<file path="src/rbd_pkg.sv">
// Shared constants, types and command codes for the ring buffer deque.
package rbd_pkg;

    // Capacity and element width of the ring store.
    localparam int DEPTH      = 16;
    localparam int DATA_WIDTH = 32;

    // Derived widths.
    localparam int ADDR_W   = $clog2(DEPTH);
    localparam int CNT_W    = $clog2(DEPTH + 1);

    // Fixed widths of the request and response fields.
    localparam int MODE_W   = 4;
    localparam int IDX_W    = 5;
    localparam int VALUE_W  = 32;
    localparam int STATUS_W = 2;
    localparam int COUNT_W  = 5;
    localparam int CMP_W    = (CNT_W > IDX_W) ? CNT_W : IDX_W;

    typedef enum logic [MODE_W-1:0] {
        MODE_PUSH_BACK  = 4'd0,
        MODE_PUSH_FRONT = 4'd1,
        MODE_POP_BACK   = 4'd2,
        MODE_POP_FRONT  = 4'd3,
        MODE_INSERT     = 4'd4,
        MODE_REMOVE     = 4'd5,
        MODE_GET        = 4'd6,
        MODE_FRONT      = 4'd7,
        MODE_BACK       = 4'd8
    } mode_t;

    typedef enum logic [STATUS_W-1:0] {
        ST_OK    = 2'd0,
        ST_RANGE = 2'd1,
        ST_FULL  = 2'd2
    } status_t;

    typedef struct packed {
        logic [MODE_W-1:0]  mode;
        logic [IDX_W-1:0]   index;
        logic [VALUE_W-1:0] value;
        logic               use_zero;
    } req_t;

    typedef struct packed {
        logic [VALUE_W-1:0]  data;
        logic [STATUS_W-1:0] status;
        logic [COUNT_W-1:0]  count;
    } rsp_t;

    // Datapath operations issued by the controller, one per cycle.
    typedef enum logic [3:0] {
        OP_NONE,
        OP_LOAD,
        OP_PUSH_BACK,
        OP_PUSH_FRONT,
        OP_READ,
        OP_FAIL_RANGE,
        OP_FAIL_FULL,
        OP_INS_START,
        OP_RM_START,
        OP_CAPTURE,
        OP_SHIFT,
        OP_INS_END,
        OP_RM_END,
        OP_EMIT
    } dp_op_t;

    typedef struct packed {
        dp_op_t op;
    } dp_cmd_t;

    typedef struct packed {
        logic [MODE_W-1:0] mode;
        logic              idx_above;
        logic              idx_at;
        logic              empty;
        logic              full;
        logic              left_zero;
        logic              pend;
        logic              out_free;
    } dp_sts_t;

    typedef enum logic [2:0] {
        S_IDLE,
        S_EXEC,
        S_CAPTURE,
        S_RM_CAP,
        S_SHIFT,
        S_RESP
    } state_t;

endpackage

</file>
<file path="src/ring_buffer_deque.sv">
// Top level of the ring buffer deque: controller and datapath.
//
// A double-ended queue of DEPTH elements held in a ring store (a small RAM)
// addressed by a head pointer and a fill count. Each request word on the req
// channel (valid/ready) carries a mode, an index, a value and a zero flag; each
// request produces exactly one response word on the rsp channel (valid/ready)
// with the element concerned, a status code and the element count afterwards.
// Requests are handled one at a time. Once accepted, a request passes through
// the execute state and then the response state; pop, get, front and back
// pass through a capture state between the two because the store read is
// registered. Insert and remove move the later elements by one slot in the
// shift state, one element per cycle with read and write-back overlapped;
// remove first captures the removed element. The single RAM port pair
// bounds that shift rate. The response sits in an output register, so
// req_ready returns while a finished word still waits; a stalled receiver
// holds the next request in its final step until the output register is
// free. Reset empties the queue (head and count to zero) and drops any
// pending response; the store itself is not cleared, since no entry is
// read before it has been written.
module ring_buffer_deque (
    input  logic          clk,
    input  logic          rst_n,
    input  logic          req_valid,
    output logic          req_ready,
    input  rbd_pkg::req_t req,
    output logic          rsp_valid,
    input  logic          rsp_ready,
    output rbd_pkg::rsp_t rsp
);

    import rbd_pkg::*;

    dp_cmd_t cmd;
    dp_sts_t sts;

    rbd_ctrl u_ctrl (
        .clk       (clk),
        .rst_n     (rst_n),
        .req_valid (req_valid),
        .req_ready (req_ready),
        .sts       (sts),
        .cmd       (cmd)
    );

    rbd_dpath u_dpath (
        .clk       (clk),
        .rst_n     (rst_n),
        .cmd       (cmd),
        .req       (req),
        .rsp_ready (rsp_ready),
        .rsp_valid (rsp_valid),
        .rsp       (rsp),
        .sts       (sts)
    );

endmodule

</file>
<file path="src/rbd_ram.sv">
// Generic single-write, single-read RAM with a registered read port.
module rbd_ram #(
    parameter int WIDTH = 32,
    parameter int DEPTH = 16
) (
    input  logic                     clk,
    input  logic                     wr_en,
    input  logic [$clog2(DEPTH)-1:0] wr_addr,
    input  logic [WIDTH-1:0]         wr_data,
    input  logic                     rd_en,
    input  logic [$clog2(DEPTH)-1:0] rd_addr,
    output logic [WIDTH-1:0]         rd_data
);

    logic [WIDTH-1:0] mem [DEPTH];

    always_ff @(posedge clk)
    begin
        if (wr_en)
        begin
            mem[wr_addr] <= wr_data;
        end
        if (rd_en)
        begin
            rd_data <= mem[rd_addr];
        end
    end

endmodule

</file>
<file path="src/rbd_ctrl.sv">
// Controller state machine that sequences each request through the datapath.
module rbd_ctrl (
    input  logic            clk,
    input  logic            rst_n,
    input  logic            req_valid,
    output logic            req_ready,
    input  rbd_pkg::dp_sts_t sts,
    output rbd_pkg::dp_cmd_t cmd
);

    import rbd_pkg::*;

    state_t state_reg;
    state_t state_next;

    always_ff @(posedge clk or negedge rst_n)
    begin
        if (!rst_n)
        begin
            state_reg <= S_IDLE;
        end
        else
        begin
            state_reg <= state_next;
        end
    end

    always_comb
    begin
        state_next = state_reg;
        cmd.op     = OP_NONE;
        req_ready  = 1'b0;
        case (state_reg)
            S_IDLE:
            begin
                req_ready = 1'b1;
                if (req_valid)
                begin
                    cmd.op     = OP_LOAD;
                    state_next = S_EXEC;
                end
            end
            S_EXEC:
            begin
                case (sts.mode)
                    MODE_PUSH_BACK:
                    begin
                        cmd.op     = sts.full ? OP_FAIL_FULL : OP_PUSH_BACK;
                        state_next = S_RESP;
                    end
                    MODE_PUSH_FRONT:
                    begin
                        cmd.op     = sts.full ? OP_FAIL_FULL : OP_PUSH_FRONT;
                        state_next = S_RESP;
                    end
                    MODE_POP_BACK, MODE_POP_FRONT, MODE_FRONT, MODE_BACK:
                    begin
                        if (sts.empty)
                        begin
                            cmd.op     = OP_FAIL_RANGE;
                            state_next = S_RESP;
                        end
                        else
                        begin
                            cmd.op     = OP_READ;
                            state_next = S_CAPTURE;
                        end
                    end
                    MODE_GET:
                    begin
                        if (sts.idx_above || sts.idx_at)
                        begin
                            cmd.op     = OP_FAIL_RANGE;
                            state_next = S_RESP;
                        end
                        else
                        begin
                            cmd.op     = OP_READ;
                            state_next = S_CAPTURE;
                        end
                    end
                    MODE_INSERT:
                    begin
                        // The index is checked before fullness.
                        if (sts.idx_above)
                        begin
                            cmd.op     = OP_FAIL_RANGE;
                            state_next = S_RESP;
                        end
                        else if (sts.full)
                        begin
                            cmd.op     = OP_FAIL_FULL;
                            state_next = S_RESP;
                        end
                        else
                        begin
                            cmd.op     = OP_INS_START;
                            state_next = S_SHIFT;
                        end
                    end
                    MODE_REMOVE:
                    begin
                        if (sts.idx_above || sts.idx_at)
                        begin
                            cmd.op     = OP_FAIL_RANGE;
                            state_next = S_RESP;
                        end
                        else
                        begin
                            cmd.op     = OP_RM_START;
                            state_next = S_RM_CAP;
                        end
                    end
                    default:
                    begin
                        cmd.op     = OP_FAIL_RANGE;
                        state_next = S_RESP;
                    end
                endcase
            end
            S_CAPTURE:
            begin
                cmd.op     = OP_CAPTURE;
                state_next = S_RESP;
            end
            S_RM_CAP:
            begin
                cmd.op     = OP_CAPTURE;
                state_next = S_SHIFT;
            end
            S_SHIFT:
            begin
                if (sts.left_zero && !sts.pend)
                begin
                    cmd.op     = (sts.mode == MODE_INSERT) ? OP_INS_END : OP_RM_END;
                    state_next = S_RESP;
                end
                else
                begin
                    cmd.op = OP_SHIFT;
                end
            end
            S_RESP:
            begin
                if (sts.out_free)
                begin
                    cmd.op     = OP_EMIT;
                    state_next = S_IDLE;
                end
            end
            default:
            begin
                state_next = S_IDLE;
            end
        endcase
    end

    // A shift move in flight must have been issued from the shift state itself.
    a_pend_in_shift: assert property (@(posedge clk) disable iff (!rst_n)
        (state_reg != S_SHIFT) |-> !sts.pend)
        else $error("shift move pending outside the shift state");

endmodule

</file>
<file path="src/rbd_dpath.sv">
// Datapath: request registers, head and fill pointers, ring store and result registers.
module rbd_dpath (
    input  logic             clk,
    input  logic             rst_n,
    input  rbd_pkg::dp_cmd_t cmd,
    input  rbd_pkg::req_t    req,
    input  logic             rsp_ready,
    output logic             rsp_valid,
    output rbd_pkg::rsp_t    rsp,
    output rbd_pkg::dp_sts_t sts
);

    import rbd_pkg::*;

    localparam int SUM_W = CNT_W + 1;

    // Ring slot of a logical position; head and position are both below DEPTH.
    function automatic logic [ADDR_W-1:0] slot_of(input logic [ADDR_W-1:0] hd,
                                                  input logic [CNT_W-1:0]  pos);
        logic [SUM_W-1:0] sum;
        sum = SUM_W'(hd) + SUM_W'(pos);
        if (sum >= SUM_W'(DEPTH))
        begin
            sum = sum - SUM_W'(DEPTH);
        end
        return ADDR_W'(sum);
    endfunction

    logic [MODE_W-1:0]     mode_reg,     mode_next;
    logic [IDX_W-1:0]      idx_reg,      idx_next;
    logic [DATA_WIDTH-1:0] elem_reg,     elem_next;
    logic [ADDR_W-1:0]     head_reg,     head_next;
    logic [CNT_W-1:0]      fill_reg,     fill_next;
    logic [CNT_W-1:0]      src_reg,      src_next;
    logic [CNT_W-1:0]      dst_reg,      dst_next;
    logic [CNT_W-1:0]      left_reg,     left_next;
    logic                  pend_reg,     pend_next;
    logic [DATA_WIDTH-1:0] res_data_reg, res_data_next;
    status_t               res_status_reg, res_status_next;
    rsp_t                  out_reg,      out_next;
    logic                  out_valid_reg, out_valid_next;

    logic                  wr_en;
    logic [ADDR_W-1:0]     wr_addr;
    logic [DATA_WIDTH-1:0] wr_data;
    logic                  rd_en;
    logic [ADDR_W-1:0]     rd_addr;
    logic [DATA_WIDTH-1:0] rd_data;

    logic [CNT_W-1:0]      idx_pos;
    logic [CNT_W-1:0]      fill_m1;
    logic [ADDR_W-1:0]     head_inc;
    logic [ADDR_W-1:0]     head_dec;
    logic                  ins;

    assign idx_pos  = CNT_W'(idx_reg);
    assign fill_m1  = fill_reg - 1'b1;
    assign head_inc = (head_reg == ADDR_W'(DEPTH - 1)) ? '0 : head_reg + 1'b1;
    assign head_dec = (head_reg == '0) ? ADDR_W'(DEPTH - 1) : head_reg - 1'b1;
    assign ins      = (mode_reg == MODE_INSERT);

    assign sts.mode      = mode_reg;
    assign sts.idx_above = CMP_W'(idx_reg) > CMP_W'(fill_reg);
    assign sts.idx_at    = CMP_W'(idx_reg) == CMP_W'(fill_reg);
    assign sts.empty     = (fill_reg == '0);
    assign sts.full      = (fill_reg == CNT_W'(DEPTH));
    assign sts.left_zero = (left_reg == '0);
    assign sts.pend      = pend_reg;
    assign sts.out_free  = !out_valid_reg || rsp_ready;

    assign rsp_valid = out_valid_reg;
    assign rsp       = out_reg;

    always_comb
    begin
        mode_next       = mode_reg;
        idx_next        = idx_reg;
        elem_next       = elem_reg;
        head_next       = head_reg;
        fill_next       = fill_reg;
        src_next        = src_reg;
        dst_next        = dst_reg;
        left_next       = left_reg;
        pend_next       = 1'b0;
        res_data_next   = res_data_reg;
        res_status_next = res_status_reg;
        out_next        = out_reg;
        out_valid_next  = out_valid_reg && !rsp_ready;
        wr_en           = 1'b0;
        wr_addr         = '0;
        wr_data         = elem_reg;
        rd_en           = 1'b0;
        rd_addr         = '0;
        case (cmd.op)
            OP_LOAD:
            begin
                mode_next = req.mode;
                idx_next  = req.index;
                elem_next = req.use_zero ? '0 : DATA_WIDTH'(req.value);
            end
            OP_PUSH_BACK:
            begin
                wr_en           = 1'b1;
                wr_addr         = slot_of(head_reg, fill_reg);
                fill_next       = fill_reg + 1'b1;
                res_data_next   = elem_reg;
                res_status_next = ST_OK;
            end
            OP_PUSH_FRONT:
            begin
                wr_en           = 1'b1;
                wr_addr         = head_dec;
                head_next       = head_dec;
                fill_next       = fill_reg + 1'b1;
                res_data_next   = elem_reg;
                res_status_next = ST_OK;
            end
            OP_READ:
            begin
                rd_en           = 1'b1;
                res_status_next = ST_OK;
                case (mode_reg)
                    MODE_POP_BACK:
                    begin
                        rd_addr   = slot_of(head_reg, fill_m1);
                        fill_next = fill_m1;
                    end
                    MODE_BACK:
                    begin
                        rd_addr = slot_of(head_reg, fill_m1);
                    end
                    MODE_POP_FRONT:
                    begin
                        rd_addr   = head_reg;
                        head_next = head_inc;
                        fill_next = fill_m1;
                    end
                    MODE_FRONT:
                    begin
                        rd_addr = head_reg;
                    end
                    default:
                    begin
                        rd_addr = slot_of(head_reg, idx_pos);
                    end
                endcase
            end
            OP_FAIL_RANGE:
            begin
                res_data_next   = '0;
                res_status_next = ST_RANGE;
            end
            OP_FAIL_FULL:
            begin
                res_data_next   = '0;
                res_status_next = ST_FULL;
            end
            OP_INS_START:
            begin
                src_next        = fill_m1;
                left_next       = fill_reg - idx_pos;
                res_data_next   = elem_reg;
                res_status_next = ST_OK;
            end
            OP_RM_START:
            begin
                rd_en           = 1'b1;
                rd_addr         = slot_of(head_reg, idx_pos);
                src_next        = idx_pos + 1'b1;
                left_next       = fill_m1 - idx_pos;
                res_status_next = ST_OK;
            end
            OP_CAPTURE:
            begin
                res_data_next = rd_data;
            end
            OP_SHIFT:
            begin
                // Write back the element read last cycle while reading the next.
                if (pend_reg)
                begin
                    wr_en   = 1'b1;
                    wr_addr = slot_of(head_reg, dst_reg);
                    wr_data = rd_data;
                end
                if (left_reg != '0)
                begin
                    rd_en     = 1'b1;
                    rd_addr   = slot_of(head_reg, src_reg);
                    left_next = left_reg - 1'b1;
                    pend_next = 1'b1;
                    dst_next  = ins ? src_reg + 1'b1 : src_reg - 1'b1;
                    src_next  = ins ? src_reg - 1'b1 : src_reg + 1'b1;
                end
            end
            OP_INS_END:
            begin
                wr_en     = 1'b1;
                wr_addr   = slot_of(head_reg, idx_pos);
                fill_next = fill_reg + 1'b1;
            end
            OP_RM_END:
            begin
                fill_next = fill_m1;
            end
            OP_EMIT:
            begin
                out_next.data   = VALUE_W'(res_data_reg);
                out_next.status = res_status_reg;
                out_next.count  = COUNT_W'(fill_reg);
                out_valid_next  = 1'b1;
            end
            default:
            begin
            end
        endcase
    end

    always_ff @(posedge clk or negedge rst_n)
    begin
        if (!rst_n)
        begin
            head_reg      <= '0;
            fill_reg      <= '0;
            pend_reg      <= 1'b0;
            out_valid_reg <= 1'b0;
        end
        else
        begin
            head_reg      <= head_next;
            fill_reg      <= fill_next;
            pend_reg      <= pend_next;
            out_valid_reg <= out_valid_next;
        end
    end

    always_ff @(posedge clk)
    begin
        mode_reg       <= mode_next;
        idx_reg        <= idx_next;
        elem_reg       <= elem_next;
        src_reg        <= src_next;
        dst_reg        <= dst_next;
        left_reg       <= left_next;
        res_data_reg   <= res_data_next;
        res_status_reg <= res_status_next;
        out_reg        <= out_next;
    end

    rbd_ram #(
        .WIDTH (DATA_WIDTH),
        .DEPTH (DEPTH)
    ) u_store (
        .clk     (clk),
        .wr_en   (wr_en),
        .wr_addr (wr_addr),
        .wr_data (wr_data),
        .rd_en   (rd_en),
        .rd_addr (rd_addr),
        .rd_data (rd_data)
    );

    // During a shift the write-back and the next read never hit the same slot.
    a_no_collide: assert property (@(posedge clk) disable iff (!rst_n)
        (wr_en && rd_en) |-> (wr_addr != rd_addr))
        else $error("store read and write collide on one slot");

    // The element count moves by at most one per cycle.
    a_fill_step: assert property (@(posedge clk) disable iff (!rst_n)
        (fill_reg == $past(fill_reg)) ||
        (fill_reg == $past(fill_reg) + 1'b1) ||
        (fill_reg == $past(fill_reg) - 1'b1))
        else $error("fill count jumped by more than one");

    // Pointers stay inside the ring.
    a_ptr_range: assert property (@(posedge clk) disable iff (!rst_n)
        (fill_reg <= CNT_W'(DEPTH)) && (head_reg <= ADDR_W'(DEPTH - 1)))
        else $error("head or fill outside the ring");

endmodule

</file>
<file path="config.mk">
export PLATFORM = sky130hd
export DESIGN_NAME = ring_buffer_deque
export DESIGN_NICKNAME = d
export VERILOG_FILES = /design/src/rbd_pkg.sv /design/src/ring_buffer_deque.sv /design/src/rbd_ram.sv /design/src/rbd_ctrl.sv /design/src/rbd_dpath.sv
export SDC_FILE = /design/constraint.sdc
export NUM_CORES = 1
export LEC_CHECK = 0
export ABC_AREA = 0
export BUFFER_PORTS_ARGS = -buffer_cell sky130_fd_sc_hd__buf_2
export CAP_MARGIN = 20
export CORE_MARGIN = 8
export CORE_UTILIZATION = 30
export CTS_BUF_LIST = sky130_fd_sc_hd__clkbuf_8
export CTS_CLUSTER_DIAMETER = 200
export DETAILED_ROUTE_END_ITERATION = 12
export PLACE_DENSITY_LB_ADDON = 0.05
export SLEW_MARGIN = 40
export SYNTH_ARGS = -nofsm -noshare
export SYNTH_HDL_FRONTEND = slang
export SYNTH_SLANG_ARGS = --single-unit
</file>
<file path="constraint.sdc">
create_clock -name clk -period 16.5 [get_ports clk]
set_clock_uncertainty 0.2 [all_clocks]
set_input_delay 1.65 -clock clk [delete_from_list [all_inputs] [get_ports clk]]
set_output_delay 1.65 -clock clk [all_outputs]
set_load 0.01 [all_outputs]
</file>
# [Word-level counts from Yosys, hierarchy flattened]
# Memories as Yosys holds them, arrays and structs flattened. A register that Yosys moved wholly into a read port is not among the register bits.
# Cells that the tools add are included.
[classes] add_sub_neg=20 n_lt_le_gt_ge=6 eq_ne=35 n_mux=58 n_reduce_logical=33
[ops] op="$pmux 32 s3" n=1
[ops] op="$mux 32" n=2
[ops] op="$mux 4" n=14
[ops] op="$pmux 5 s3" n=3
[ops] op="$eq 4x3->1 const B" n=8
[ops] op="$eq 4x4->1 const B" n=8
[ops] op="$add 4x5->6" n=5
[ops] op="$ge 6x5->1 const B" n=5
[ops] op="$mux 3" n=10
[ops] op="$mux 5" n=5
[ops] op="$pmux 4 s6" n=1
[ops] op="$sub 4x1->4 const B" n=6
[ops] op="$pmux 4 s5" n=1
[ops] op="$pmux 3 s6" n=1
[ops] op="$eq 4x2->1 const B" n=4
[ops] op="$pmux 4 s2" n=2
[ops] op="$pmux 4 s4" n=1
[ops] op="$add 5x1->5 const B" n=3
[ops] op="$sub 5x1->5 const B" n=3
[ops] op="$mux 1" n=12
[ops] op="$pmux 3 s4" n=1
[ops] op="$pmux 4 s3" n=1
[ops] op="$reduce_bool 3->1" n=4
[ops] op="$reduce_or 2->1" n=6
[ops] op="other kinds (26)" n=45
[word_totals] register_bits=143 ramBits=512 inputBits=46 output_inout_bits=41 elab_cells=169 memories=1
[memory_table] name="u_dpath.u_store.mem" words=16 width=32 rd=1 rd_ports_with_merged_regs=1 write_ports=1 line="rbd_ram.sv:15" rtl="logic [WIDTH-1:0] mem [DEPTH];"

# [Depth between registers and ports, before layout]
# Gate-level depths: netlist of the first run.
[logic_depth] ltp_word=10 ltp_mapped=15 mapped_depth_nobuf=13

# [Modules after synthesis]
# From an unflattened synthesis of the first run, not the netlist that was laid out.
[unflattened] cells_unflattened=1520 hier_area_um2=27888.0
[modules_own_cells] mod="rbd_ram" instances=1 cells_per_inst=838 area_each_um2=20155.6 seq_area_each_um2=16335.7
[modules_own_cells] mod="rbd_dpath" instances=1 cells_per_inst=610 area_each_um2=7195.7 seq_area_each_um2=4088.9
[modules_own_cells] mod="rbd_ctrl" instances=1 cells_per_inst=72 area_each_um2=536.8 seq_area_each_um2=75.1

# [Worst setup path before layout of the first run]
# Ideal clock, no wire load.
[synth_path] path_type="input port to flip-flop" start="input rsp_ready" end="memory u_dpath.u_store.mem[4][0] (enable)" setup_time_ps=470 t_arrival_ps=5999 t_required_ps=15830 slack_ps=9831 cell_stages=9 n_path_buf=0 cell_sequence="nand2b_1 nand3_1 inv_1 a21oi_1 inv_1 a211oi_2 a222oi_1 nand2_1 a211oi_1"
[synth_between] elab_chain_len=8 word_cells_on_any_way=12 cone_classes="eq/ne: 4; mux: 6; reduce/logical: 2"
[synth_lines] element="from (decl)" line="ring_buffer_deque.sv:27" rtl="input logic rsp_ready,"
[synth_lines] element="$logic_or 1x1->1 (*)" line="rbd_dpath.sv:69" rtl="assign sts.out_free = !out_valid_reg || rsp_ready;"
[synth_lines] element="$mux 4 (*)" line="rbd_ctrl.sv:145" rtl="if (sts.out_free)"
[synth_lines] element="$pmux 4 s5 (*)" line="rbd_ctrl.sv:33" rtl="case (state_reg)"
[synth_lines] element="$eq 4x2->1 or $eq 4x4->1 (tied branches)" line="rbd_dpath.sv:94" rtl="case (cmd.op)"
[synth_lines] element="$reduce_or 3->1 (no line)"
[synth_lines] element="$pmux 1 s2" line="rbd_dpath.sv:94"
[synth_lines] element="$mux 1" line="rbd_ram.sv:19" rtl="if (wr_en)"
[synth_lines] element="$mux 1 (not written as such)" line="rbd_ram.sv:21" rtl="mem[wr_addr] <= wr_data;"
[synth_lines] element="to (decl)" line="rbd_ram.sv:15"
# Every way passes the cells marked *; elsewhere a longest branch is shown, timed or not.

# [Worst setup path in the final report of the first run]
[layout_path] start="register u_dpath.fill_reg[3]" end="register u_dpath.u_store.rd_data[23] (read register of u_dpath.u_store.mem), data pin"
[layout_between] elab_chain_len=8 word_cells_on_any_way=26 cone_classes="add/sub: 3; order compare: 2; eq/ne: 5; mux: 13; reduce/logical: 3"
[layout_lines] element="from (decl)" line="rbd_dpath.sv:33" rtl="logic [CNT_W-1:0] fill_reg, fill_next;"
[layout_lines] element="from (signal assigned)" line="rbd_dpath.sv:231" rtl="fill_reg <= fill_next;"
[layout_lines] element="parallel branches: the longest is 8 deep, another holds $add 4x5->6"
[layout_lines] element="to (decl)" line="rbd_ram.sv:12" rtl="output logic [WIDTH-1:0] rd_data"
# Parallel ways; which one is timed is not known.
# A chain may end at the register's enable or synchronous reset.

==> flow_metrics.env, run 1 <==
export IMPL_status="completed"
export IMPL_grt_start_max_net_pins=78
export IMPL_port_buffer_count=86
export IMPL_tightestPinTransition_ns=0.8189
export IMPL_design_portCount=87
export IMPL_timing_hold_worst_endpoint="u_dpath.rsp[24]$_DFFE_PP_"
export IMPL_asyncSetResetFlopFracSynth_pct=2.044
export IMPL_chipWidth_um=324.8
export IMPL_hold_viol_final=0
export IMPL_setup_worst_path_start="u_dpath.fill_reg[3]$_DFFE_PN0P_"
export IMPL_grt_util_met3_pct=3.931
export IMPL_global_route_overflow_total=0
export IMPL_fmax_mhz=158.8
export IMPL_syn_area_per_cell_um2=14.85
export IMPL_critPathTopFamily="compound AO/OA/AOI/OAI gates"
export IMPL_synth_nets=2014
export IMPL_detailed_place_hpwl_mm=50.72
export IMPL_synthesis_instances=1927
export IMPL_crit_fanout=50
export IMPL_final_common_cell="sky130_fd_sc_hd__edfxtp_1"
export IMPL_detail_route_wirelength_mm=88.69
export IMPL_layout_area_overhead_pct=15.64
export IMPL_timing_hold_worst_path_depth=0
export IMPL_maxCapViolations=0
export IMPL_globalRouteMet1Util_pct=24.03
export IMPL_critical_path_slowest_cell="sky130_fd_sc_hd__o21ai_2"
export IMPL_gpl_final_weighted_congestion=0.7875
export IMPL_initial_utilization_pct=30.20
export IMPL_slew_limit_headroom_pct=45.40
export IMPL_cts_sink_count=685
export IMPL_largest_register="u_dpath.u_store.mem"
export IMPL_fillCellCount=9203
export IMPL_crit_reg2reg_capture="u_dpath.u_store.rd_data[23]$_DFFE_PP_"
export IMPL_static_leakage_power_nw=11.85
export IMPL_cts_htree_levels=4
export IMPL_most_frequent_cells_in_the_layout="sky130_fd_sc_hd__edfxtp_1 (671), sky130_fd_sc_hd__nand2_1 (273), sky130_fd_sc_hd__clkbuf_8 (137)"
export IMPL_timing_setup_tns_ns=0
export IMPL_clk_path_buf_depth=3
export IMPL_setup_worst_path_class="reg2reg"
export IMPL_initialDrtViolationCount=1236
export IMPL_top_usage_layer="met2"
export IMPL_cp_cell_sequence="ha_1 -> and2_1 -> a221o_1 -> o21ai_2 -> a311o_1 -> o31a_2 -> buf_4 -> and2_4 -> buf_6 -> buf_4 -> mux2i_1 -> o22ai_1 -> a211o_1"
export IMPL_route_vias_total=17140
export IMPL_synth_cell_types=81
export IMPL_met2_usage_pct=24.67
export IMPL_timing_final_crit_period_ns=6.296
export IMPL_die_y_um=324.8
export IMPL_final_clock_period_utilization_by_the_worst_path_pct=38.16
export IMPL_grt_pass1_wl_mm=128.1
export IMPL_antenna_found_initial=4
export IMPL_postSynthRegisterBits=685
export IMPL_final_net_count=2159
export IMPL_crit_path_end_kind="flop"
export IMPL_worst_reg_to_reg_path_cell_count=13
export IMPL_yosys_warnings=0
export IMPL_cp_required_ns=16.82
export IMPL_ys_seq_area_share_pct=71.65
export IMPL_drcViolationCount=0
export IMPL_core_area_mm2=0.09473
export IMPL_cts_resized=0
export IMPL_syn_cell_area_mm2=0.02861
export IMPL_cts_hold_repair_buffers=0
export IMPL_power_density_mw_per_mm2=181.0
export IMPL_critPathBufInv=3
export IMPL_worst_skew_pair_late_latency_ns=0.78
export IMPL_viasPerCell=4.987
export IMPL_min_delay_path_class="reg2reg"
export IMPL_rsz_0062_raised_after_global_routing="false"
export IMPL_first_global_vias=17330
export IMPL_setup_reg_to_reg_worst_slack_ns=10.20
export IMPL_cp_common_cell="sky130_fd_sc_hd__buf_4"
export IMPL_groute_usage_overall_pct=16.51
export IMPL_timing_rr_start="u_dpath.fill_reg[3]$_DFFE_PN0P_"
export IMPL_timing_max_transition_violations_final=0
export IMPL_antenna_violating_nets_post_route=0
export IMPL_min_delay_start="u_dpath.res_data_reg[17]$_DFFE_PP_"
export IMPL_first_pass_iters=5
export IMPL_number_of_enable_type_register_cells_in_the_synthesized_netlist=671
export IMPL_dominantRegCellSynth="sky130_fd_sc_hd__edfxtp_1"
export IMPL_cp_start_kind="flop"
export IMPL_largest_register_ff_count=512
export IMPL_die_area_mm2=0.1055
export IMPL_route_detailed_wl_per_inst_um=25.81
export IMPL_sequential_cell_area_in_the_final_layout_mm2=0.02050
export IMPL_timing_final_setup_violations=0
export IMPL_share_of_post_route_cells_with_drive_strength_above_1_pct=15.38
export IMPL_critical_path_max_stage_delay_ns=0.67
export IMPL_timing_critical_path_arrival_ns=6.61
export IMPL_multi_input_area_mm2=0.007645
export IMPL_numCtsBuffers=130
export IMPL_cts_post_setup_buffers_inserted=0
export IMPL_cts_tree="done"
export IMPL_vdd_ir_drop_worst_uv=92.45
export IMPL_cts_root_buffer_cell="sky130_fd_sc_hd__clkbuf_8"
export IMPL_num_rows=113
export IMPL_post_cts_clock_slew_at_the_launch_and_capture_registers_of_the_worst_setup_and_hold_paths_ns=0.06
export IMPL_final_power_mw=5.987
per-stage QoR:
stage | utilization (%) | std cells | hold slack [ns] | instance area [um2] | worst slack, ns
after floorplan | - | 1927 | 0.2003 | 28610 | 9.831
after global placement | 32.26 | 3201 | 0.2027 | 30560 | 10.04
after detailed placement | 32.39 | 3205 | 0.2045 | 30680 | 9.884
after CTS | 34.92 | 3436 | 0.2152 | 33080 | 9.928
after global routing | 34.93 | 3437 | 0.2220 | 33090 | 9.870
final | 34.93 | 3437 | 0.2165 | 33090 | 10.20
final cells by class:
class                           instances  area share (%)
Sequential cell                       685           61.96
Multi-Input combinational cell       1090           23.11
Clock buffer                          137           5.699
Tap cell                             1265           4.784
Timing Repair Buffer                  130           2.492
Clock inverter                         94           1.554
Inverter                               35          0.3971
Antenna cell                            1        0.007563
logic make-up (layout without fill, tap and decap cells):
kind of cell,after synthesis,after routing,synth area share [%]
DFF,685,685,71.65
xor gates and xnor gates,42,42,1.286
AOI/OAI and AO/OA,400,400,10.62
and+or+nand+nor,512,512,8.663
other,0,1,0
muxes,95,95,3.332
adders and majority gates,41,41,1.977
buffers and inverters,152,396,2.471
synth_stat cells, drive strengths merged, types with 30 or more instances:
library cell | count | share of area [%]
a211o | 30 | 0.92
a211oi | 135 | 3.6
a22o | 36 | 1.1
a311oi | 37 | 1.2
a31oi | 39 | 0.87
and3 | 75 | 1.6
buf | 48 | 1.1
clkbuf | 69 | 0.91
edfxtp | 671 | 70
ha | 34 | 1.5
inv | 35 | 0.46
mux2i | 93 | 3.3
nand2 | 274 | 3.6
nor2 | 32 | 0.42
nor2b | 67 | 1.5
o22ai | 34 | 0.74
worst max path at each step:
stage	to	slack, ns	cells past startpoint
after global routing	u_dpath.u_store.rd_data[23]$_DFFE_PP_	9.87	13
after floorplan	u_dpath.u_store.mem[4][0]$_DFFE_PP_	9.83	9
after CTS	u_dpath.u_store.rd_data[17]$_DFFE_PP_	9.93	13
after detailed placement	u_dpath.u_store.rd_data[23]$_DFFE_PP_	9.88	13
after global placement	u_dpath.u_store.rd_data[11]$_DFFE_PP_	10.04	13
final	u_dpath.u_store.rd_data[23]$_DFFE_PP_	10.20	13
where the power goes:
group	internal (mW)	leakage (nW)	switching (mW)	total [mW]
Clock	0.830	1.39	0.731	1.56
Combinational	0.628	4.19	1.24	1.87
Sequential	2.35	6.27	0.201	2.56
Total	3.81	11.8	2.18	5.99
worst reg2reg max path: stages (launching register included):
cell and delay (ns):
sky130_fd_sc_hd__dfrtp_1 0.55, sky130_fd_sc_hd__ha_1 0.36, sky130_fd_sc_hd__and2_1 0.19, sky130_fd_sc_hd__a221o_1 0.35, sky130_fd_sc_hd__o21ai_2 0.67, sky130_fd_sc_hd__a311o_1 0.45
sky130_fd_sc_hd__o31a_2 0.18, sky130_fd_sc_hd__buf_4 0.48, sky130_fd_sc_hd__and2_4 0.63, sky130_fd_sc_hd__buf_6 0.62, sky130_fd_sc_hd__buf_4 0.70, sky130_fd_sc_hd__mux2i_1 0.31
sky130_fd_sc_hd__o22ai_1 0.10, sky130_fd_sc_hd__a211o_1 0.26
routing by layer:
layer / wire (um) / vias up
met5: 0 / -
met4: 1354 / 0
met3: 4984 / 103
met2: 39040 / 490
met1: 43310 / 8752
li1: - / 7796
No activity file was read; power rests on OpenSTA's default activity.
==> inputs of run 2 (changes only) <==
- clock period: 16.5 -> 5.4 ns (I/O delays scaled with it)
==> flow_metrics.env, run 2 (synthesis gave the netlist of run 1 again) <==
export IMPL_first_global_vias=18050
export IMPL_maxCapViolations=0
export IMPL_final_net_count=2252
export IMPL_gpl_final_weighted_congestion=0.8150
export IMPL_timing_setup_tns_ns=0
export IMPL_globalRouteMet1Util_pct=23.91
export IMPL_setup_worst_path_class="reg2reg"
export IMPL_largest_register_ff_count=512
export IMPL_layout_area_overhead_pct=19.04
export IMPL_antenna_found_initial=3
export IMPL_hold_viol_final=0
export IMPL_design_portCount=87
export IMPL_share_of_post_route_cells_with_drive_strength_above_1_pct=17.07
export IMPL_cp_cell_sequence="nand2b_1 -> or3_1 -> a211oi_1 -> o2111ai_1 -> a211oi_2 -> a222oi_1 -> nand2b_1 -> nor2_4 -> buf_12"
export IMPL_route_vias_total=17620
export IMPL_num_rows=113
export IMPL_met2_usage_pct=25.36
export IMPL_largest_register="u_dpath.u_store.mem"
export IMPL_crit_fanout=15
export IMPL_cp_required_ns=5.65
export IMPL_die_y_um=324.8
export IMPL_min_delay_path_class="in2async"
export IMPL_timing_final_setup_violations=0
export IMPL_cp_common_cell="sky130_fd_sc_hd__nand2b_1"
export IMPL_groute_usage_overall_pct=16.78
export IMPL_timing_rr_start="u_dpath.mode_reg[0]$_DFFE_PN_"
export IMPL_post_cts_clock_slew_at_the_launch_and_capture_registers_of_the_worst_setup_and_hold_paths_ns=0.06
export IMPL_cts_htree_levels=4
export IMPL_grt_pass1_wl_mm=130.2
export IMPL_cts_root_buffer_cell="sky130_fd_sc_hd__clkbuf_8"
export IMPL_numPlacedInstances=3253
export IMPL_setup_worst_path_start="u_dpath.mode_reg[0]$_DFFE_PN_"
export IMPL_tightestPinTransition_ns=0.8456
export IMPL_grt_start_max_net_pins=57
export IMPL_core_area_mm2=0.09473
export IMPL_worst_skew_pair_late_latency_ns=0.78
export IMPL_cp_start_kind="flop"
export IMPL_timing_final_crit_period_ns=4.976
export IMPL_slew_limit_headroom_pct=43.25
export IMPL_detail_route_wirelength_mm=90.68
export IMPL_critPathTopFamily="simple AND/OR/NAND/NOR gates"
export IMPL_port_buffer_count=86
export IMPL_rsz_0062_raised_after_global_routing="false"
export IMPL_initial_utilization_pct=30.20
export IMPL_first_pass_iters=6
export IMPL_crit_path_end_kind="flop"
export IMPL_most_frequent_cells_in_the_layout="sky130_fd_sc_hd__edfxtp_1 (671), sky130_fd_sc_hd__nand2_1 (272), sky130_fd_sc_hd__clkbuf_8 (131)"
export IMPL_chipWidth_um=324.8
export IMPL_cts_tree="done"
export IMPL_grt_util_met3_pct=4.125
export IMPL_final_common_cell="sky130_fd_sc_hd__edfxtp_1"
export IMPL_numCtsBuffers=130
export IMPL_antenna_violating_nets_post_route=0
export IMPL_top_usage_layer="met2"
export IMPL_cts_sink_count=685
export IMPL_fmax_mhz=201.0
export IMPL_final_instance_count_excl_fill=3521
export IMPL_power_density_mw_per_mm2=546.7
export IMPL_die_area_mm2=0.1055
export IMPL_critPathBufInv=1
export IMPL_critical_path_max_stage_delay_ns=0.64
export IMPL_final_clock_period_utilization_by_the_worst_path_pct=92.15
export IMPL_vdd_ir_drop_worst_uv=304.3
export IMPL_global_route_overflow_total=0
export IMPL_critical_path_slowest_cell="sky130_fd_sc_hd__edfxtp_1"
export IMPL_drcViolationCount=0
export IMPL_clk_path_buf_depth=3
export IMPL_viasPerCell=5.003
export IMPL_static_leakage_power_nw=12.28
export IMPL_timing_max_transition_violations_final=0
export IMPL_fillCellCount=9087
export IMPL_timing_critical_path_arrival_ns=5.23
export IMPL_status="completed"
export IMPL_route_detailed_wl_per_inst_um=25.75
export IMPL_initialDrtViolationCount=1158
export IMPL_detailed_place_hpwl_mm=56.17
run 2: changes by cell type in the layout (fill, tap and decap cells not counted), sizes merged:
cell,before,now
bufinv,4,3
buf,130,179
dlygate4sd3,0,44
clkinv,40,34
clkbuf,137,131
clkinvlp,1,5
run 2: final timing paths:
path	depth (start not counted)	slack (ns)	end
setup / recovery	9	0.42	u_dpath.u_store.mem[13][29]$_DFFE_PP_
hold / removal	3	0.16	u_ctrl.state_reg[0]$_DFFE_PN0P_
setup reg to reg	9	0.42	u_dpath.u_store.mem[13][29]$_DFFE_PP_
hold reg to reg	0	0.21	u_dpath.rsp[12]$_DFFE_PP_
max in group asynchronous	3	4.49	u_dpath.head_reg[2]$_DFFE_PN0P_
min in group clk	0	0.21	u_dpath.rsp[12]$_DFFE_PP_
run 2: area by class of cell:
cell class                      instances  area (um2)  share of cell area (%)
Inverter                               35       131.4                  0.3857
Clock buffer                          131        1803                   5.294
Tap cell                             1265        1583                   4.647
Clock inverter                         91       516.7                   1.517
Antenna cell                            1       2.502                0.007348
Sequential cell                       685       20500                   60.19
Multi-Input combinational cell       1090        7632                   22.41
Timing Repair Buffer                  223        1889                   5.547
run 2: metrics by stage:
stage	power [mW]	hold WS [ns]	worst slack [ns]	utilization (%)	area [um2]
6_report	18.62	0.1572	0.4239	35.95	34060
5_1_grt	19.60	0.1349	0.2221	35.95	34060
4_1_cts	18.89	0.1788	0.4861	35.95	34050
3_5_place_dp	14.09	0.2045	0.4611	33.02	31280
3_3_place_gp	14.13	0.2013	0.4858	33.01	31270
2_1_floorplan	11.31	0.04441	0.4837	-	28620
run 2: worst reg2reg max path: cells and delay by family, from the launching register on:
family / cells / cell delay (ns)
and+or+nand+nor: 4 / 1.95
AOI/OAI and AO/OA: 4 / 1.62
DFF: 1 / 0.64
buffers and inverters: 1 / 0.25
run 2: metal layers:
layer | share of wire, % | up-vias | routed length, um
li1 | - | 7981 | -
met2 | 44 | 472 | 40050
met4 | 1.8 | 0 | 1643
met5 | 0 | - | 0
met3 | 5.6 | 114 | 5038
met1 | 48 | 9049 | 43940
run 2: timing repair:
action                    4_1_cts  5_1_grt
resized for setup               0        0
hold endpoints to repair       57        0
hold buffers                   45        0
setup buffers                   0        0
run 2: power by group:
part	internal, mW	leakage [nW]	switching (mW)	total [mW]
logic	2.17	4.69	4.13	6.30
registers	7.19	6.27	0.478	7.67
clock network	2.41	1.32	2.24	4.65
total	11.8	12.3	6.84	18.6
